===== src/rtl/core/crc16fc_pkg.sv =====
// ----------------------------------------------------------------------------
// crc16fc_pkg
// Shared constants and codes of the CRC-16 frame checker.
// ----------------------------------------------------------------------------
package crc16fc_pkg;

  localparam logic [15:0] CRC_INIT = 16'hFFFF;
  localparam logic [15:0] CRC_POLY = 16'hA001;
  localparam logic [7:0]  START_MARK = 8'hAA;
  localparam logic [7:0]  MAX_LENGTH_RESET = 8'd64;

  // byte position covers header, up to 255 payload bytes and two CRC bytes
  localparam int unsigned POS_W = 9;
  localparam int unsigned HDR_LEN = 3;

  typedef enum logic [1:0] {
    ST_OK     = 2'd0,
    ST_LENGTH = 2'd1,
    ST_CRC    = 2'd2,
    ST_START  = 2'd3
  } status_t;

  typedef enum logic {
    KIND_PAYLOAD = 1'b0,
    KIND_STATUS  = 1'b1
  } kind_t;

endpackage


===== src/rtl/core/crc16fc_crc_byte.sv =====
// ----------------------------------------------------------------------------
// crc16fc_crc_byte
// One byte update of a reflected CRC-16 (MODBUS polynomial), bit by bit.
// ----------------------------------------------------------------------------
module crc16fc_crc_byte (
  input  logic [15:0] crc_in,
  input  logic [7:0]  data_in,
  output logic [15:0] crc_out
);

  always_comb begin
    logic [15:0] c;
    c = crc_in ^ {8'h00, data_in};
    for (int i = 0; i < 8; i++) begin
      if (c[0]) begin
        c = (c >> 1) ^ crc16fc_pkg::CRC_POLY;
      end else begin
        c = c >> 1;
      end
    end
    crc_out = c;
  end

endmodule


===== config.mk =====
export PLATFORM = sky130hd
export DESIGN_NAME = crc16fc_crc_byte
export DESIGN_NICKNAME = d
export VERILOG_FILES = /design/src/rtl/core/crc16fc_pkg.sv /design/src/rtl/core/crc16fc_crc_byte.sv
export SDC_FILE = /design/constraint.sdc
export NUM_CORES = 1
export LEC_CHECK = 0
export ABC_AREA = 1
export BUFFER_PORTS_ARGS = -buffer_cell sky130_fd_sc_hd__buf_2
export CAP_MARGIN = 25
export CORE_AREA = 2 2 39 41
export DETAILED_ROUTE_END_ITERATION = 7
export DIE_AREA = 0 0 41 43
export PLACE_DENSITY = 0.75
export SYNTH_ARGS = -nofsm -noshare
export SYNTH_HDL_FRONTEND = slang
export SYNTH_SLANG_ARGS = --single-unit

===== constraint.sdc =====
create_clock -name vclk -period 1
set_clock_uncertainty 0.15 [all_clocks]
set_input_delay 0 -clock vclk [all_inputs]
set_output_delay 0 -clock vclk [all_outputs]
set_load 0.05 [all_outputs]

==> results of run 1 <==
timing repair:
| action | 4_1_cts |
|---|---|
| endpoints found under the setup margin | 9 |
| hold endpoints to repair | 5 |
| setup buffers | 3 |
| hold buffers | 5 |
| gates resized for setup | 57 |
| pin swaps | 21 |
stage by stage:
stage / utilization (%) / cell area [um2] / hold slack (ns) / setup slack [ns] / cells
3_3_place_gp: 68.5 / 948 / -0.150 / -0.581 / 117
2_1_floorplan: - / 733 / -0.0250 / -0.419 / 65
4_1_cts: 90.8 / 1260 / 0.196 / -0.385 / 123
3_5_place_dp: 68.5 / 948 / -0.150 / -0.630 / 117
Yosys cell counts, drive strengths merged:
library cell  instances
nand3                10
inv                  10
xnor2                 7
nand2                24
buf                   5
xor2                  9
cells by family after synthesis:
logic type / count (synthesis) / synth area share, %
AND/OR/NAND/NOR: 34 / 48.3
XOR/XNOR: 16 / 34.8
buffers and inverters: 15 / 16.9
==> results.py, run 1 <==
metrics = {
    "die": {
        "die_h_um": 43,
        "start_util_pct": 32.2,
        "die_w_um": 41,
        "num_io_pins": 40,
        "fp-row-count": 14,
    },
    "synth": {
        "ys_types": 11,
        "yosysSeqAreaShare_pct": 0,
        "synthCells": 65,
        "netlist_area_um2": 445,
        "syn_nets": 89,
        "synth_warnings": 0,
        "synth_area_leaders": "xor2_1 (18%), nand2_4 (13%), nand2_1 (10%), nand2_2 (9.8%), xnor2_1 (9.8%)",
        "yosys.area.top_type": "xor2_1",
        "synth_area_per_cell_um2": 6.85,
        "synth_top_area_share_pct": 17.7,
    },
    "status": {
        "status": "did not finish",
        "tool.error": "[ERROR DPL-0038] Utilization greater than 100%, impossible to legalize",
        "lastStage": "global routing (5_1_grt)",
    },
    "placement": {
        "hpwl_um": 1060,
        "place_congestion": 0.669,
        "io_buffers": 30,
    },
    "global_route": {
        "grt_max_degree": 4,
    },
    "timing": {
        "worst_endpoint": "crc_out[14]",
        "worstEpCategory": "top-level output",
    },
}
==> run 2, diff against run 1 <==
- CORE_AREA: 2 2 39 41 -> 2 2 63 65
- DIE_AREA: 0 0 41 43 -> 0 0 65 67
- PLACE_DENSITY: 0.75 -> not set
- PLACE_DENSITY_LB_ADDON: not set -> 0.15
- clock period: 1 -> 1.3 ns (I/O delays scaled with it)
==> run 2 against run 1 <==
The flow now finishes, with violations (negative setup slack). Synthesized area unchanged. Synthesized cell count unchanged.
==> results.py, run 2 <==
metrics = {
    "power": {
        "powerDensity_nw_per_um2": 1070,
        "leakage_nw": 0.543,
        "peakVddDrop_uv": 224,
    },
    "synth": {
        "syn_nets": 89,
        "yosys.area.top_type": "xor2_1",
        "synthCells": 65,
        "yosysSeqAreaShare_pct": 0,
        "synth_warnings": 0,
        "synthTopCellsByCount": "nand2_1 (12), xor2_1 (9), inv_1 (8)",
        "synth_area_per_cell_um2": 6.85,
        "synth_top_area_share_pct": 17.7,
        "netlist_area_um2": 445,
        "synth_area_leaders": "xor2_1 (18%), nand2_4 (13%), nand2_1 (10%), nand2_2 (9.8%), xnor2_1 (9.8%)",
        "ys_types": 11,
        "yosysMostFrequentCell": "nand2_1",
    },
    "finish": {
        "fin_area_um2": 1190,
        "synthToLayoutAreaGrowth_pct": 167,
        "clock_buffers": 0,
        "seq_cells": 0,
        "layout_commonest_cell": "buf_2",
        "regArea_um2": 0,
        "final_nets": 135,
        "n_antenna_cell": 0,
        "drive_above_1_share_pct": 87.2,
        "final_cell_mix": "buf_2 (18), buf_4 (13), nand2_2 (10), nand2_4 (10), buf_6 (9)",
    },
    "status": {
        "violations": "negative setup slack",
        "status": "complete, but fails checks",
    },
    "timing": {
        "fin_ws_ns": -0.0851,
        "setup_tns_ns": -0.228,
        "fmax_mhz": 722,
        "rsz0062_at_grt": "true",
        "finalSetupViolCount": 4,
        "tightestPinTransition_ns": 0.499,
        "hold_viol": 0,
        "fin_crit_sh_pct": 107,
        "slew_viol_final": 0,
        "slew_headroom_pct": 66.6,
        "min_period_ns": 1.39,
    },
    "die": {
        "die_w_um": 65,
        "start_util_pct": 12.4,
        "die_h_um": 67,
        "fp.coreArea_um2": 3610,
        "num_io_pins": 40,
        "fp-row-count": 22,
        "die_area_um2": 4360,
    },
    "setup_path": {
        "startpoint": "data_in[1]",
        "critical_path_class": "primary input to output port",
        "end_kind": "output port",
        "path_max_fanout": 3,
        "path_cells": "buf_6, inv_4, nand2_2, nand2_4, nand2_8, nand2_8, nand2_8, nand3_4, nand3_4, nand2_4, buf_6, xor2_4, buf_6",
        "max_stage_delay_ns": 0.17,
        "crit_slowest_cell": "buf_6",
        "start_kind": "primary input",
        "critPathTopFamily": "simple AND/OR/NAND/NOR gates",
        "worst-path-buf-inv": 4,
        "critPathRequiredTime_ns": 1.15,
        "cp_num_cells": 13,
        "arrival_ns": 1.24,
    },
    "global_route": {
        "grt_max_degree": 4,
        "gr-total-overflow": 0,
        "grt_first_pass_wirelength_um": 1890,
        "antenna_found_initial": 0,
        "track_usage_pct": 5.03,
        "grt_pass1_vias": 490,
    },
    "route": {
        "routedWlPerCell_um": 7.50,
        "dr_total_vias": 539,
        "dr.pass1.iters": 2,
        "routed_wl_um": 1180,
        "ant_nets": 0,
        "drt_iter0_drc": 4,
        "viasPerCell": 3.43,
        "drc_errors": 0,
    },
    "placement": {
        "io_buffers": 30,
        "dpl-instance-area_um2": 815,
        "hpwl_um": 947,
        "place_congestion": 0.779,
    },
    "hold_path": {
        "holdPathStages": 3,
        "hold_start": "crc_in[15]",
        "hold_path.class": "primary input to output port",
    },
    "run": {
        "maxCapViolCount": 0,
    },
}
run 2: cell counts after synthesis:
Identical to the previous run, type by type.
run 2: through the flow:
stage	setup WS, ns	utilization (%)	hold slack [ns]	std cells	total power [mW]
after detailed placement	-0.273	22.6	-0.150	148	0.940
after CTS	-0.0843	30.5	0.190	156	1.22
final	-0.0851	33.0	0.178	157	1.27
after global routing	-0.160	33.0	0.192	157	1.34
after floorplan	-0.131	-	0.0171	65	0.749
after global placement	-0.253	22.6	-0.150	148	0.938
run 2: layout make-up:
class,instances,area [um2]
inverter,10,51.3
fill,376,2420
tap,48,60.1
multi-input combinational,50,686
timing repair buffer,49,392
run 2: routing by layer:
layer  share of wire [%]  up-vias  global-route usage (%)
li1                    -      280                       -
met1                  32      241                    6.07
met2                  61       18                    10.3
met3                 6.0        0                   0.169
met4                   0        0                       0
met5                   0        -                       0
run 2: repair_timing:
action	in CTS	in global routing
gates resized for setup	48	20
hold buffers	5	0
pin swaps	21	16
hold endpoints to repair	5	0
buffers inserted	3	1
setup endpoints to repair	6	7
cloned	0	0
run 2: final timing paths:
check                         end  slack, ns
worst max-delay path  crc_out[14]      -0.09
worst min-delay path   crc_out[7]       0.18
run 2: cells by family (layout without fill, tap and decap cells):
group,Yosys count,count (layout),synth area share [%]
xor+xnor,16,16,34.8
buf+inv,15,59,16.9
simple gates,34,34,48.3
run 2: power breakdown:
group / internal [mW] / total (mW) / switching [mW] / leakage, nW
Sequential: 0 / 0 / 0 / 0
Combinational: 0.505 / 1.27 / 0.766 / 0.543
Clock: 0 / 0 / 0 / 0
Power figures use the tool's default switching activity.
==> run 3, diff against run 2 <==
- REMOVE_ABC_BUFFERS: not set -> 1
- SLEW_MARGIN: not set -> 40
==> run 3 against run 2 <==
Critical path type unchanged. Critical endpoint is now crc_out[0]. Largest cell class unchanged. Power is 19% lower. Global-route usage is 0.055 points higher. Die area did not move. Highest routed layer unchanged. The flow still finishes with violations (negative setup slack). Final cell count down 1.9%. Non-clock buffer count down 3. Combinational power fell by 19%.
==> results.py, run 3 (same netlist as run 2, synthesis figures left out) <==
metrics = {
    "status": {
        "violations": "negative setup slack",
        "status": "complete, but fails checks",
    },
    "setup_path": {
        "critical_path_class": "primary input to output port",
        "start_kind": "primary input",
        "cpMostUsedCell": "nand2_2",
        "path_cells": "buf_8, nand2_1, nand2_4, nand2_4, nand2_4, nand2_4, nand3_2, nand3_4, nand2_2, nand2_2, nand2_2, nand2_2, nand2_2, buf_8",
        "max_stage_delay_ns": 0.15,
        "crit_slowest_cell": "buf_8",
        "critPathRequiredTime_ns": 1.15,
        "end_kind": "output port",
        "startpoint": "crc_in[0]",
        "arrival_ns": 1.18,
        "path_max_fanout": 3,
    },
    "die": {
        "fp-row-count": 22,
        "die_w_um": 65,
        "num_io_pins": 40,
        "die_area_um2": 4360,
        "start_util_pct": 12.4,
        "fp.coreArea_um2": 3610,
        "die_h_um": 67,
    },
    "power": {
        "total_power_mw": 1.03,
        "leakage_nw": 0.512,
        "peakVddDrop_uv": 321,
        "powerDensity_nw_per_um2": 1050,
    },
    "finish": {
        "drive_above_1_share_pct": 76.4,
        "fin_area_um2": 985,
        "utilization_pct": 27.3,
        "final_nets": 132,
        "final_cell_mix": "buf_2 (19), buf_4 (14), nand2_4 (10), nand2_2 (10), xor2_1 (8)",
        "stdcell_count": 154,
        "layout_commonest_cell": "buf_2",
        "n_antenna_cell": 0,
        "regArea_um2": 0,
        "synthToLayoutAreaGrowth_pct": 121,
        "seq_cells": 0,
        "clock_buffers": 0,
    },
    "timing": {
        "fmax_mhz": 751,
        "setup_tns_ns": -0.0472,
        "min_period_ns": 1.33,
        "fin_crit_sh_pct": 102,
        "tightestPinTransition_ns": 0.500,
        "rsz0062_at_grt": "true",
        "hold_ws_ns": 0.187,
        "hold_viol": 0,
        "fin_ws_ns": -0.0318,
        "finalSetupViolCount": 2,
        "slew_viol_final": 0,
        "slew_headroom_pct": 66.5,
    },
    "placement": {
        "place_congestion": 0.752,
        "hpwl_um": 959,
        "dp_slack_ns": -0.169,
        "io_buffers": 30,
        "dpl.cell_count": 147,
        "dpl-instance-area_um2": 686,
    },
    "global_route": {
        "track_usage_pct": 5.08,
        "grt_first_pass_wirelength_um": 1840,
        "grt_max_degree": 4,
        "gr-total-overflow": 0,
        "grt_pass1_vias": 470,
        "antenna_found_initial": 0,
    },
    "route": {
        "routedWlPerCell_um": 8.01,
        "routed_wl_um": 1230,
        "dr.pass1.iters": 4,
        "drc_errors": 0,
        "viasPerCell": 3.28,
        "drt_iter0_drc": 3,
        "ant_nets": 0,
        "dr_total_vias": 505,
    },
    "hold_path": {
        "hold_path.class": "primary input to output port",
        "hold_start": "crc_in[14]",
    },
    "run": {
        "maxCapViolCount": 0,
    },
}
==> run 3: cell types whose count changed in the layout (fill, tap and decap cells not counted), moves of 2 or more <==
| cell | previous run | this run |
|---|---|---|
| nand2_8 | 3 | 0 |
| nand3_4 | 7 | 3 |
| xor2_4 | 3 | 0 |
| xnor2_4 | 4 | 2 |
| inv_1 | 2 | 4 |
| inv_4 | 4 | 2 |
| nand3_2 | 3 | 6 |
| xor2_1 | 4 | 8 |
| nand2_1 | 1 | 4 |
| buf_6 | 9 | 5 |
==> run 3: layer usage <==
metal | GRT usage, % | wire length, um | up-vias
met3 | 0.338 | 61 | 0
met2 | 11.1 | 737 | 10
li1 | - | - | 273
met5 | 0 | 0 | -
met1 | 5.51 | 435 | 222
met4 | 0 | 0 | 0
==> run 3: worst paths after layout <==
| path | endpoint | slack (ns) | depth (start not counted) |
|---|---|---|---|
| max | crc_out[0] | -0.03 | 14 |
| min | crc_out[6] | 0.19 | 3 |
==> run 3: final cells by class <==
cell class         count  area [um2]
well taps             48        60.1
repair buffers        46         357
fillers              394        2620
multi-input cells     50         508
inverters             10        60.1
==> run 3: where the power goes <==
group          internal [mW]  switching (mW)
clock                      0               0
combinational          0.374           0.657
sequential                 0               0
total                  0.374           0.657
==> run 3: worst max-delay path, delay by kind of cell <==
kind / cells / cell delay, ns
buffers and inverters: 2 / 0.26
and+or+nand+nor: 12 / 0.94
==> run 3: what timing repair did <==
item / 4_1_cts / 5_1_grt
resized for setup: 33 / 28
setup buffers: 1 / 1
pin swaps: 11 / 18
hold endpoints to repair: 5 / 0
hold buffers: 5 / 0
gates cloned: 0 / 0
setup endpoints to repair: 6 / 6
